`src/rtl/core/io_port_range_decoder_core_assert.svh`:
```
// Assertion macros shared by the port range decoder RTL.
`ifndef IO_PORT_RANGE_DECODER_CORE_ASSERT_SVH
`define IO_PORT_RANGE_DECODER_CORE_ASSERT_SVH

// Same-cycle implication, checked out of reset.
`define IOPR_ASSERT_NOW(lbl, ante, cons, msg) \
  lbl: assert property (@(posedge clk) disable iff (!rst_n) (ante) |-> (cons)) \
    else $error(msg);

// Next-cycle implication, checked out of reset.
`define IOPR_ASSERT_NEXT(lbl, ante, cons, msg) \
  lbl: assert property (@(posedge clk) disable iff (!rst_n) (ante) |=> (cons)) \
    else $error(msg);

`endif

```
`src/rtl/core/iopr_pkg.sv`:
```
// Types, codes and helpers for the I/O port range decoder.
package iopr_pkg;

  localparam int SLOTS_DEF = 16;
  localparam int SLOT_BITS = 6;

  typedef enum logic [1:0] {
    MODE_MAP   = 2'd0,
    MODE_READ  = 2'd1,
    MODE_WRITE = 2'd2,
    MODE_RSVD  = 2'd3
  } mode_t;

  typedef enum logic [1:0] {
    ST_OK       = 2'd0,
    ST_UNMAPPED = 2'd1,
    ST_BAD      = 2'd2,
    ST_FULL     = 2'd3
  } status_t;

  localparam logic [2:0] SIZE_BYTE  = 3'd1;
  localparam logic [2:0] SIZE_HALF  = 3'd2;
  localparam logic [2:0] SIZE_WORD  = 3'd4;

  localparam logic [31:0] FILL_BYTE = 32'h0000_00ff;
  localparam logic [31:0] FILL_HALF = 32'h0000_ffff;
  localparam logic [31:0] FILL_WORD = 32'hffff_ffff;

  typedef struct packed {
    logic [1:0]  mode;
    logic [15:0] port;
    logic [15:0] range_last;
    logic [2:0]  access_size;
    logic [31:0] write_data;
  } item_t;

  typedef struct packed {
    logic [1:0]           status;
    logic [SLOT_BITS-1:0] slot;
    logic [31:0]          data;
  } result_t;

  // Parallel lookup outcome from the slot table
  typedef struct packed {
    logic                 hit;
    logic [SLOT_BITS-1:0] hit_idx;
    logic                 free;
    logic [SLOT_BITS-1:0] free_idx;
  } lookup_t;

  // Slot claim request towards the table
  typedef struct packed {
    logic                 en;
    logic [SLOT_BITS-1:0] idx;
    logic [15:0]          first;
    logic [15:0]          last;
  } claim_t;

  function automatic logic size_valid(input logic [2:0] sz);
    logic ok;
    case (sz)
      SIZE_BYTE, SIZE_HALF, SIZE_WORD: ok = 1'b1;
      default:                         ok = 1'b0;
    endcase
    return ok;
  endfunction

  function automatic logic [31:0] size_fill(input logic [2:0] sz);
    logic [31:0] f;
    case (sz)
      SIZE_BYTE: f = FILL_BYTE;
      SIZE_HALF: f = FILL_HALF;
      default:   f = FILL_WORD;
    endcase
    return f;
  endfunction

endpackage

```
`src/rtl/core/iopr_if.sv`:
```
// Valid/ready channel interfaces for decoder requests and results.
interface iopr_in_if;
  logic        valid;
  logic        ready;
  logic [1:0]  mode;
  logic [15:0] port;
  logic [15:0] range_last;
  logic [2:0]  access_size;
  logic [31:0] write_data;

  modport source (output valid, mode, port, range_last, access_size, write_data,
                  input ready);
  modport sink   (input valid, mode, port, range_last, access_size, write_data,
                  output ready);
endinterface

interface iopr_out_if;
  logic        valid;
  logic        ready;
  logic [1:0]  status;
  logic [5:0]  slot;
  logic [31:0] data;

  modport source (output valid, status, slot, data, input ready);
  modport sink   (input valid, status, slot, data, output ready);
endinterface

```
`src/rtl/core/iopr_table.sv`:
```
// Slot table: range storage, parallel port match and free-slot search.
module iopr_table #(
  parameter int SLOTS = iopr_pkg::SLOTS_DEF
) (
  input  logic             clk,
  input  logic             rst_n,
  input  logic [15:0]      port,
  input  iopr_pkg::claim_t claim,
  output iopr_pkg::lookup_t lookup
);
  import iopr_pkg::*;

  localparam int IDX_W = (SLOTS > 1) ? $clog2(SLOTS) : 1;

  logic [SLOTS-1:0] used_r;
  logic [15:0]      first_r [SLOTS];
  logic [15:0]      last_r  [SLOTS];

  always_ff @(posedge clk) begin
    if (!rst_n) begin
      used_r <= '0;
    end else if (claim.en) begin
      used_r[claim.idx[IDX_W-1:0]] <= 1'b1;
    end
  end

  always_ff @(posedge clk) begin
    if (claim.en) begin
      first_r[claim.idx[IDX_W-1:0]] <= claim.first;
      last_r[claim.idx[IDX_W-1:0]]  <= claim.last;
    end
  end

  // Walk downwards so the lowest matching slot wins
  always_comb begin
    lookup = '0;
    for (int i = SLOTS - 1; i >= 0; i--) begin
      if (used_r[i] && (port >= first_r[i]) && (port <= last_r[i])) begin
        lookup.hit     = 1'b1;
        lookup.hit_idx = SLOT_BITS'(i);
      end
      if (!used_r[i]) begin
        lookup.free     = 1'b1;
        lookup.free_idx = SLOT_BITS'(i);
      end
    end
  end

endmodule

```
`src/rtl/core/iopr_resolve.sv`:
```
// Per-item decision: status, slot and data, plus any slot claim.
module iopr_resolve (
  input  iopr_pkg::item_t   item,
  input  iopr_pkg::lookup_t lookup,
  output iopr_pkg::result_t result,
  output logic              claim_req
);
  import iopr_pkg::*;

  always_comb begin
    result    = '0;
    claim_req = 1'b0;
    case (item.mode)
      MODE_MAP: begin
        if (item.port > item.range_last) begin
          result.status = ST_BAD;
        end else if (!lookup.free) begin
          result.status = ST_FULL;
        end else begin
          result.status = ST_OK;
          result.slot   = lookup.free_idx;
          claim_req     = 1'b1;
        end
      end
      MODE_READ: begin
        if (!size_valid(item.access_size)) begin
          result.status = ST_BAD;
        end else if (lookup.hit) begin
          result.status = ST_OK;
          result.slot   = lookup.hit_idx;
        end else begin
          result.status = ST_UNMAPPED;
          result.data   = size_fill(item.access_size);
        end
      end
      MODE_WRITE: begin
        if (!size_valid(item.access_size)) begin
          result.status = ST_BAD;
        end else if (lookup.hit) begin
          result.status = ST_OK;
          result.slot   = lookup.hit_idx;
          result.data   = item.write_data;
        end else begin
          result.status = ST_UNMAPPED;
        end
      end
      default: begin
        result.status = ST_BAD;
      end
    endcase
  end

endmodule

```
`src/rtl/core/io_port_range_decoder_core.sv`:
```
// I/O port range decoder: items pass through an input register, a parallel
// compare against every slot and a result register. Each item gives exactly
// one result, via the input register and then the result register. The table
// is updated as the item leaves the input register, so a range mapped by one
// item is seen by the very next one. Sustained rate is one item per clock
// unless the output stalls; the slot compare and lowest-index select set the path.
module io_port_range_decoder_core #(
  parameter int SLOTS = iopr_pkg::SLOTS_DEF
) (
  input  logic clk,
  input  logic rst_n,
  iopr_in_if.sink    in_ch,
  iopr_out_if.source out_ch
);
  import iopr_pkg::*;

  logic    s1_valid_r;
  item_t   s1_item_r;
  logic    out_valid_r;
  result_t out_res_r;

  logic    out_free;
  logic    s1_adv;
  logic    in_take;
  lookup_t lookup;
  result_t res_nxt;
  logic    claim_req;
  claim_t  claim;

  assign out_free = !out_valid_r || out_ch.ready;
  assign s1_adv   = s1_valid_r && out_free;
  assign in_ch.ready = !s1_valid_r || out_free;
  assign in_take  = in_ch.valid && in_ch.ready;

  always_ff @(posedge clk) begin
    if (!rst_n) begin
      s1_valid_r <= 1'b0;
    end else if (in_ch.ready) begin
      s1_valid_r <= in_ch.valid;
    end
  end

  always_ff @(posedge clk) begin
    if (in_take) begin
      s1_item_r <= '{mode: in_ch.mode, port: in_ch.port, range_last: in_ch.range_last,
                     access_size: in_ch.access_size, write_data: in_ch.write_data};
    end
  end

  iopr_table #(.SLOTS(SLOTS)) u_table (
    .clk    (clk),
    .rst_n  (rst_n),
    .port   (s1_item_r.port),
    .claim  (claim),
    .lookup (lookup)
  );

  iopr_resolve u_resolve (
    .item      (s1_item_r),
    .lookup    (lookup),
    .result    (res_nxt),
    .claim_req (claim_req)
  );

  assign claim = '{en: claim_req && s1_adv, idx: lookup.free_idx,
                   first: s1_item_r.port, last: s1_item_r.range_last};

  always_ff @(posedge clk) begin
    if (!rst_n) begin
      out_valid_r <= 1'b0;
    end else if (out_free) begin
      out_valid_r <= s1_valid_r;
    end
  end

  always_ff @(posedge clk) begin
    if (s1_adv) begin
      out_res_r <= res_nxt;
    end
  end

  assign out_ch.valid  = out_valid_r;
  assign out_ch.status = out_res_r.status;
  assign out_ch.slot   = out_res_r.slot;
  assign out_ch.data   = out_res_r.data;

`include "io_port_range_decoder_core_assert.svh"

  `IOPR_ASSERT_NOW(a_ready_only_when_full, !in_ch.ready, s1_valid_r, "input stalled with empty stage")
  `IOPR_ASSERT_NEXT(a_s1_holds, s1_valid_r && !out_free, s1_valid_r && $stable(s1_item_r), "stalled item lost")
  `IOPR_ASSERT_NOW(a_slot_in_range, out_ch.valid, $unsigned(out_ch.slot) < SLOTS, "slot index out of range")

endmodule
```
`src/flat_wrapper.sv`:
```
// flat-port wrapper written by rule: the top's interface ports become plain ports
module io_port_range_decoder_core_flat import iopr_pkg::*;
#(
  parameter int SLOTS = iopr_pkg::SLOTS_DEF
)
  (clk, rst_n, in_ch_valid, in_ch_mode, in_ch_port, in_ch_range_last, in_ch_access_size, in_ch_write_data, in_ch_ready, out_ch_valid, out_ch_status, out_ch_slot, out_ch_data, out_ch_ready);
  iopr_in_if in_ch_i ();
  iopr_out_if out_ch_i ();
  input  logic clk;
  input  logic rst_n;
  input wire logic [$bits(in_ch_i.valid)-1:0] in_ch_valid;
  input wire logic [$bits(in_ch_i.mode)-1:0] in_ch_mode;
  input wire logic [$bits(in_ch_i.port)-1:0] in_ch_port;
  input wire logic [$bits(in_ch_i.range_last)-1:0] in_ch_range_last;
  input wire logic [$bits(in_ch_i.access_size)-1:0] in_ch_access_size;
  input wire logic [$bits(in_ch_i.write_data)-1:0] in_ch_write_data;
  output wire logic [$bits(in_ch_i.ready)-1:0] in_ch_ready;
  output wire logic [$bits(out_ch_i.valid)-1:0] out_ch_valid;
  output wire logic [$bits(out_ch_i.status)-1:0] out_ch_status;
  output wire logic [$bits(out_ch_i.slot)-1:0] out_ch_slot;
  output wire logic [$bits(out_ch_i.data)-1:0] out_ch_data;
  input wire logic [$bits(out_ch_i.ready)-1:0] out_ch_ready;
  assign in_ch_i.valid = in_ch_valid;
  assign in_ch_i.mode = in_ch_mode;
  assign in_ch_i.port = in_ch_port;
  assign in_ch_i.range_last = in_ch_range_last;
  assign in_ch_i.access_size = in_ch_access_size;
  assign in_ch_i.write_data = in_ch_write_data;
  assign in_ch_ready = in_ch_i.ready;
  assign out_ch_valid = out_ch_i.valid;
  assign out_ch_status = out_ch_i.status;
  assign out_ch_slot = out_ch_i.slot;
  assign out_ch_data = out_ch_i.data;
  assign out_ch_i.ready = out_ch_ready;
  io_port_range_decoder_core #(.SLOTS(SLOTS)) u_core (.clk(clk), .rst_n(rst_n), .in_ch(in_ch_i), .out_ch(out_ch_i));
endmodule
```
`config.mk`:
```
export PLATFORM = sky130hd
export DESIGN_NAME = io_port_range_decoder_core_flat
export DESIGN_NICKNAME = d
export VERILOG_FILES = /design/src/rtl/core/iopr_pkg.sv /design/src/rtl/core/iopr_if.sv /design/src/rtl/core/iopr_table.sv /design/src/rtl/core/iopr_resolve.sv /design/src/rtl/core/io_port_range_decoder_core.sv /design/src/flat_wrapper.sv
export VERILOG_INCLUDE_DIRS = /design/src /design/src/rtl/core
export SDC_FILE = /design/constraint.sdc
export NUM_CORES = 1
export LEC_CHECK = 0
export BUFFER_PORTS_ARGS = -buffer_cell sky130_fd_sc_hd__buf_2
export CORE_ASPECT_RATIO = 1.75
export CORE_UTILIZATION = 57
export DETAILED_ROUTE_END_ITERATION = 6
export GPL_ROUTABILITY_DRIVEN = 0
export HOLD_SLACK_MARGIN = 0.1
export PLACE_DENSITY = 0.77
export SLEW_MARGIN = 20
export SYNTH_ARGS = -nofsm -noshare
export SYNTH_HDL_FRONTEND = slang
export SYNTH_HIERARCHICAL = 1
export SYNTH_SLANG_ARGS = --single-unit
export TNS_END_PERCENT = 10
```
`constraint.sdc`:
```
create_clock -name clk -period 18.49 [get_ports clk]
set_clock_uncertainty 0.1 [all_clocks]
set_input_delay 1.849 -clock clk [delete_from_list [all_inputs] [get_ports clk]]
set_output_delay 1.849 -clock clk [all_outputs]
set_load 0.02 [all_outputs]
```
==> results of run 1 <==
-- metal layers --
metal  wire length [um]  vias up  GRT usage, %
met3               5880      331          4.79
met1              29700    11000          31.3
met4               5840        2          20.3
met2              44000     1038          51.8
li1                   -    10100             -
met5                 16        -             0
-- layout make-up --
cell class                      count  area [um^2]  share of cell area [%]
Multi-Input combinational cell   1487        12500                    33.5
Inverter                          521         1960                    5.24
Sequential cell                   639        19000                    50.9
Antenna cell                       11         27.5                  0.0738
Tap cell                          773          967                    2.59
Clock inverter                     38          422                    1.13
Timing Repair Buffer              169          983                    2.64
Clock buffer                       62         1450                    3.87
-- kinds of logic after synthesis --
logic type                 count (synthesis)  synth area share [%]
other                                      1                0.0112
adders and majority gates                532                  19.9
and+or+nand+nor                          419                  6.84
AOI/OAI and AO/OA                        530                  10.4
buffers and inverters                    535                  6.11
xor gates and xnor gates                   2                0.0523
DFF                                      639                  56.8
-- worst reg2reg max path: cells and delay by family (launching register included) --
| kind | cells | cell delay [ns] |
|---|---|---|
| buffers and inverters | 2 | 1.12 |
| and+or+nand+nor | 7 | 1.83 |
| DFF | 1 | 0.91 |
| adders and majority gates | 1 | 0.35 |
| AOI/OAI and AO/OA | 5 | 1.75 |
-- power by group --
group | total (W) | switching [W] | internal, W
clock | 0.00121 | 0.000528 | 0.000687
combinational | 0.000241 | 0.000160 | 0.0000806
sequential | 0.00162 | 0.0000127 | 0.00161
-- how the worst max path moves through the flow --
stage	startpoint	endpoint	slack, ns	cells after the start
6_report	u_core/claim[16]$_DFFE_PP_	u_core/out_ch.data[25]$_DFFE_PP_	12.27	15
5_1_grt	u_core/claim[16]$_DFFE_PP_	u_core/out_ch.data[16]$_DFFE_PP_	11.92	15
4_1_cts	u_core/claim[16]$_DFFE_PP_	u_core/out_ch.data[31]$_DFFE_PP_	12.32	15
3_5_place_dp	u_core/claim[16]$_DFFE_PP_	u_core/out_ch.data[31]$_DFFE_PP_	12.37	15
3_3_place_gp	u_core/claim[16]$_DFFE_PP_	u_core/out_ch.data[30]$_DFFE_PP_	12.68	15
2_1_floorplan	u_core/claim[29]$_DFFE_PP_	u_core/u_table/first_r[0][0]$_DFFE_PP_	12.65	9
-- placed cells by master (no fill, tap or decap), types with 5 or more instances in the layout --
master / netlist / final
a2111oi_0: 8 / 8
a211oi_1: 24 / 24
a21boi_0: 32 / 32
a21boi_1: 8 / 8
a21o_1: 92 / 92
a21oi_1: 151 / 151
a221oi_1: 7 / 7
and3_1: 10 / 10
and4_1: 11 / 11
buf_2: 0 / 114
buf_4: 4 / 55
bufinv_16: 0 / 9
clkbuf_1: 7 / 5
clkbuf_16: 0 / 57
clkinv_1: 0 / 9
clkinv_2: 0 / 16
dfxtp_1: 18 / 18
diode_2: 0 / 11
edfxtp_1: 621 / 621
ha_1: 532 / 532
inv_1: 521 / 520
nand2_1: 105 / 105
nand2b_1: 25 / 25
nand3_1: 36 / 36
nand3b_1: 5 / 5
nand4_1: 81 / 81
nor2_1: 52 / 40
nor2_2: 0 / 12
nor2b_1: 39 / 39
nor3_1: 18 / 14
nor3_2: 1 / 5
nor4_1: 13 / 13
o2111ai_1: 6 / 6
o211ai_1: 21 / 21
o21a_1: 34 / 34
o21ai_0: 90 / 90
o22ai_1: 6 / 6
-- through the flow --
stage          hold WS (ns)  utilization (%)
6_report              0.442             64.2
5_1_grt               0.470             64.2
4_1_cts               0.443             64.1
3_5_place_dp          0.426             60.9
3_3_place_gp          0.418             60.9
2_1_floorplan         0.374                -
-- flip-flops by register name (all words and copies together), names as in the netlist --
| name | count |
|---|---|
| u_core/u_table/used_r | 16 |
| u_core/s1_valid_r | 1 |
| u_core/out_ch.valid | 1 |
| u_core/out_ch.data | 32 |
| u_core/out_ch.slot | 6 |
| u_core/u_table/last_r | 256 |
| u_core/u_table/first_r | 256 |
| u_core/claim | 32 |
| u_core/out_ch.status | 2 |
| u_core/s1_item_r | 37 |
==> metrics.yaml, run 1 <==
outcome:
  status: "complete, no violations"
clocking:
  clk_pin_slew_ns: 0.07
  htreeDepth: 2
  cts_buffers: 54
  post_cts_resized: 0
  clockRootBuffer: "clkbuf_16"
  clk_latency_ns: 0.61
  hold_buffers: 0
  cts_buffer_depth: 3
  post-cts-setup-buffer-count: 0
  cts_tree: "done"
  cts.sinks: 639
critical_path:
  start_kind: "flop"
  crit_buf_inv: 2
  r2r-end: "u_core/out_ch.data[25]$_DFFE_PP_"
  end_kind: "flop"
  cp.arrival_ns: 6.56
  cpLargestDelayFamily: "simple AND/OR/NAND/NOR gates"
  slowest_stage: "edfxtp_1"
  path_cells: "clkinv_1, buf_4, ha_1, nand2b_1, a211oi_1, o21ai_0, nor4b_1, a2111oi_0, o21ai_0, nor2_1, and2_1, nand4_1, nor2b_1, nand3_1, a21boi_0"
  critPathKind: "reg -> reg"
  cpPeakStageDelay_ns: 0.91
  reg2regPathDepth: 15
  cp_max_fo: 22
  cp.required_ns: 18.83
  rrSetupSlack_ns: 12.27
  timing.rr.start: "u_core/claim[16]$_DFFE_PP_"
  crit_top_cell: "o21ai_0"
pwr:
  power_density_mw_per_mm2: 82.4
  p_leak_nw: 16.4
  totalPowerFinal_w: 0.00307
  vdd_drop_max_uv: 96.2
logic_synthesis:
  ys_types: 76
  ys_warn_count: 6
  yosys.area.top_type: "edfxtp_1"
  synthArstFlopShare_pct: 0
  synth-main-ff-cell: "edfxtp_1"
  avgSynthCellArea_um2: 12.6
  synth_seq_cells: 639
  yosysSeqAreaShare_pct: 56.8
  netlist.area_leader.share_pct: 55.7
  synth_edf_count: 621
  synthTopCellsByArea: "edfxtp_1, ha_1, inv_1, a21oi_1, a21o_1"
  yosysMostFrequentCell: "edfxtp_1"
  netlist_area_mm2: 0.0335
  synth_common_cells: "edfxtp_1, ha_1, inv_1, a21oi_1, nand2_1"
  synthCells: 2658
sta:
  finalSetupViolCount: 0
  final_max_slew_viol_count: 0
  rsz0062_at_grt: "false"
  final_hold_viol_count: 0
  relSlewSlack_pct: 27.0
  fin_crit_sh_pct: 33.7
  tightest_slew_ns: 1.10
  layout_min_cycle_time_ns: 6.22
  max_freq_ghz: 0.161
  worst_slack_ns: 12.27
  tns_ns: 0
floorplan:
  die_area_mm2: 0.0598
  row_count: 117
  io_pins: 115
  die_width_um: 185
  die_h_um: 323
  initial_core_util_pct: 57.6
  core_mm2: 0.0581
run:
  cap_violations: 0
global_routing:
  overflow: 0
  antenna_found_initial: 9
  grt_util_all_layers_pct: 29.2
  grt_pass1_wl_um: 130000
  first_global_vias: 23900
  grt_max_degree: 70
min_path:
  hp-start: "u_core/s1_valid_r$_SDFFE_PN0P_"
  hold_depth: 2
  min_path_type: "reg -> reg"
  holdPathEnd: "u_core/out_ch.valid$_SDFFE_PN0P_"
route:
  drtAntennaViolNets: 0
  vias: 22500
  wl_per_cell_um: 23.1
  wirelength_um: 85400
  via_per_inst: 6.09
  drc: 0
  first_iter_violations: 1799
  first_pass_iters: 5
layout:
  final_area_mm2: 0.0373
  areaGrowthSynthToFinish_pct: 11.4
  nets: 3477
  drive_gt1_share_pct: 10.0
  fin_cells: 3700
  fill_cells: 4125
placed_design:
  place_area_mm2: 0.0354
  dp_slack_ns: 12.37
  port_buffers: 114
  place_hpwl_um: 54600
  dp_cells: 3589
Power figures use the tool's default switching activity.
==> run 2: changes to the inputs <==
--- a/config.mk
+++ b/config.mk
@@ -12,7 +12,7 @@
 export DETAILED_ROUTE_END_ITERATION = 6
 export GPL_ROUTABILITY_DRIVEN = 0
 export HOLD_SLACK_MARGIN = 0.1
-export PLACE_DENSITY = 0.77
+export PLACE_DENSITY = 0.8
 export SLEW_MARGIN = 20
 export SYNTH_ARGS = -nofsm -noshare
 export SYNTH_HDL_FRONTEND = slang
==> constraint.sdc (replaced) <==
create_clock -name clk -period 5.1 [get_ports clk]
set_clock_uncertainty 0.1 [all_clocks]
set_input_delay 0.51 -clock clk [delete_from_list [all_inputs] [get_ports clk]]
set_output_delay 0.51 -clock clk [all_outputs]
set_load 0.02 [all_outputs]
==> run 2 against run 1 <==
Effect of this change:
- hold slack worse by 0.30 ns
- global-route usage increased by 2.5 points
- critical path depth shrank 2
- clock-buffer cell count is 12 higher
- setup slack got worse by 12 ns
- clock power rose to 3.5 times the previous value
- non-clock buffer count up 110
- critical path type unchanged
- register-to-register slack lost 12 ns
- utilization rose by 1.9 points
==> metrics.yaml, run 2 (synthesis results as in run 1) <==
pwr:
  clkPwrFrac_pct: 38.4  # was 39.5%
  p_leak_nw: 16.9  # was 16.4 nW
  switching_share_pct: 23.2  # was 22.8%
  power_density_mw_per_mm2: 290  # was 82.4 mW/mm^2
  p_int_w: 0.00855  # was 0.00237 W
  vdd_drop_max_uv: 430  # was 96.2 uV
  power_switching_w: 0.00259  # was 0.000700 W
  p_comb_share_pct: 9.0  # was 7.8%
  p_seq_share_pct: 52.6  # about the same
global_routing:
  first_global_vias: 24900  # was 23900
  grt_pass1_wl_um: 139000  # was 130000 um
  antenna_found_initial: 0  # was 9
  overflow: 0  # unchanged
  grt_max_degree: 70  # unchanged
  grt_util_all_layers_pct: 31.7  # was 29.2%
floorplan:
  core_mm2: 0.0581  # unchanged
  row_count: 117  # unchanged
  io_pins: 115  # unchanged
  die_width_um: 185  # unchanged
  initial_core_util_pct: 57.6  # unchanged
  die_area_mm2: 0.0598  # unchanged
  die_h_um: 323  # unchanged
route:
  drt-met1-wl_um: 30800  # was 29700 um
  wirelength_um: 93300  # was 85400 um
  wl_per_cell_um: 24.5  # was 23.1 um
  drtAntennaViolNets: 0  # unchanged
  routed-wl-met2_um: 46200  # was 44000 um
  vias: 23300  # was 22500
  via_per_inst: 6.14  # was 6.09
  highest_layer: "met4"  # was met5
  drc: 0  # unchanged
  first_pass_iters: 6  # was 5
  first_iter_violations: 1837  # was 1799
  route.met3.wl_um: 7310  # was 5880 um
sta:
  worst_slack_ns: 0.00502  # was 12.27 ns
  tightest_slew_ns: 1.15  # was 1.10 ns
  fin_crit_sh_pct: 99.9  # was 33.7%
  max_freq_ghz: 0.196  # was 0.161 GHz
  layout_min_cycle_time_ns: 5.09  # was 6.22 ns
  tns_ns: 0  # unchanged
  final_hold_viol_count: 0  # unchanged
  final_max_slew_viol_count: 0  # unchanged
  relSlewSlack_pct: 23.2  # was 27.0%
  finalSetupViolCount: 0  # unchanged
min_path:
  hold_depth: 3  # was 2
  min_path_type: "in -> reg"  # was reg -> reg
clocking:
  cts_tree: "done"  # unchanged
  clk_latency_ns: 0.61  # about the same
  clk_pin_slew_ns: 0.07  # about the same
  htreeDepth: 2  # unchanged
  cts.sinks: 639  # unchanged
  clockRootBuffer: "clkbuf_16"  # unchanged
  cts_buffers: 53  # was 54
  cts_buffer_depth: 3  # unchanged
placed_design:
  place_hpwl_um: 59400  # was 54600 um
  dp_slack_ns: -0.205  # was 12.37 ns
  port_buffers: 114  # unchanged
layout:
  areaGrowthSynthToFinish_pct: 14.8  # was 11.4%
  drive_gt1_share_pct: 10.8  # was 10.0%
  nets: 3587  # was 3477
  layout_commonest_cell: "edfxtp_1"  # unchanged
  mostFrequentLayoutCells: "edfxtp_1, ha_1, inv_1"  # unchanged
outcome:
  status: "complete, no violations"  # unchanged
critical_path:
  cp.arrival_ns: 5.40  # was 6.56 ns
  cp_max_fo: 36  # was 22
  reg2regPathDepth: 13  # was 15
  cp.required_ns: 5.41  # was 18.83 ns
  start_kind: "flop"  # unchanged
  end_kind: "flop"  # unchanged
  critPathKind: "reg -> reg"  # unchanged
run:
  cap_violations: 0  # unchanged
-- run 2: cell count changes in the layout (fill, tap and decap cells not counted), moves of 2 or more --
| cell | before | now |
|---|---|---|
| dlygate4sd3_1 | 0 | 70 |
| buf_4 | 55 | 78 |
| buf_12 | 0 | 16 |
| clkbuf_1 | 5 | 14 |
| diode_2 | 11 | 2 |
| clkinv_2 | 16 | 8 |
| clkbuf_8 | 0 | 5 |
| bufinv_16 | 9 | 6 |
| clkbuf_16 | 57 | 55 |
| clkinv_1 | 9 | 7 |
| nor3_1 | 14 | 12 |
-- run 2: path summary, 6_finish.rpt --
path / endpoint / slack (ns) / start
setup reg to reg: u_core/out_ch.data[7]$_DFFE_PP_ / 0.005 / u_core/claim[31]$_DFFE_PP_
hold reg to reg: u_core/out_ch.valid$_SDFFE_PN0P_ / 0.44 / u_core/s1_valid_r$_SDFFE_PN0P_
hold / removal: u_core/s1_valid_r$_SDFFE_PN0P_ / 0.14 / out_ch_ready
setup / recovery: u_core/out_ch.data[7]$_DFFE_PP_ / 0.005 / u_core/claim[31]$_DFFE_PP_
-- run 2: power by group through the flow --
stage | Sequential [W] | Clock [W] | Combinational (W)
6_report | 0.00586 | 0.00427 | 0.00100
5_1_grt | 0.00586 | 0.00447 | 0.00107
4_1_cts | 0.00587 | 0.00429 | 0.000948
3_5_place_dp | 0.00598 | 0 | 0.000887
3_3_place_gp | 0.00598 | 0 | 0.000830
2_1_floorplan | 0.00606 | 0 | 0.000397
-- run 2: worst max-delay path, stage by stage, from the launching register on --
cell      delay, ns
edfxtp_1       0.62
buf_12         0.33
ha_1           0.34
nand4_1        0.17
nor4_1         0.52
a21boi_0       0.30
or4_1          0.16
a22oi_1        0.12
nor3_2         0.44
and2_1         0.28
nand4_1        0.35
nor2b_2        0.39
o211ai_1       0.39
a21boi_0       0.37
-- run 2: area by class of cell --
type / instances / area, um^2
diodes: 2 / 5.00
well taps: 773 / 967
fillers: 3904 / 19700
clock buffers: 74 / 1500
inverters: 521 / 1960
flip-flops and latches: 639 / 19000
clock inverters: 26 / 288
repair buffers: 279 / 2190
multi-input cells: 1488 / 12500
-- run 2: stage by stage --
| stage | hold WS, ns | total power (W) | instance area (um^2) | utilization (%) | cells |
|---|---|---|---|---|---|
| final | 0.142 | 0.0111 | 38400 | 66.1 | 3802 |
| after CTS | 0.108 | 0.0111 | 38300 | 65.9 | 3789 |
| after floorplan | 0.374 | 0.00645 | 33500 | - | 2661 |
| after detailed placement | 0.406 | 0.00687 | 35800 | 61.6 | 3618 |
| after global placement | 0.386 | 0.00681 | 35800 | 61.6 | 3618 |
| after global routing | 0.145 | 0.0114 | 38400 | 66.1 | 3800 |
-- run 2: repair_timing --
action | 4_1_cts | 5_1_grt
setup buffers | 2 | 9
gates resized for setup | 2 | 3
endpoints found under the hold margin | 69 | 1
pin swaps | 0 | 1
gates cloned | 0 | 1
endpoints found under the setup margin | 32 | 26
hold buffers | 69 | 1
-- run 2: metal layers --
metal  global-route usage, %  up-vias
li1                        -    10300
met1                    33.0    11200
met2                    54.5     1317
met3                    5.49      439
met4                    27.6        0
met5                       0        -
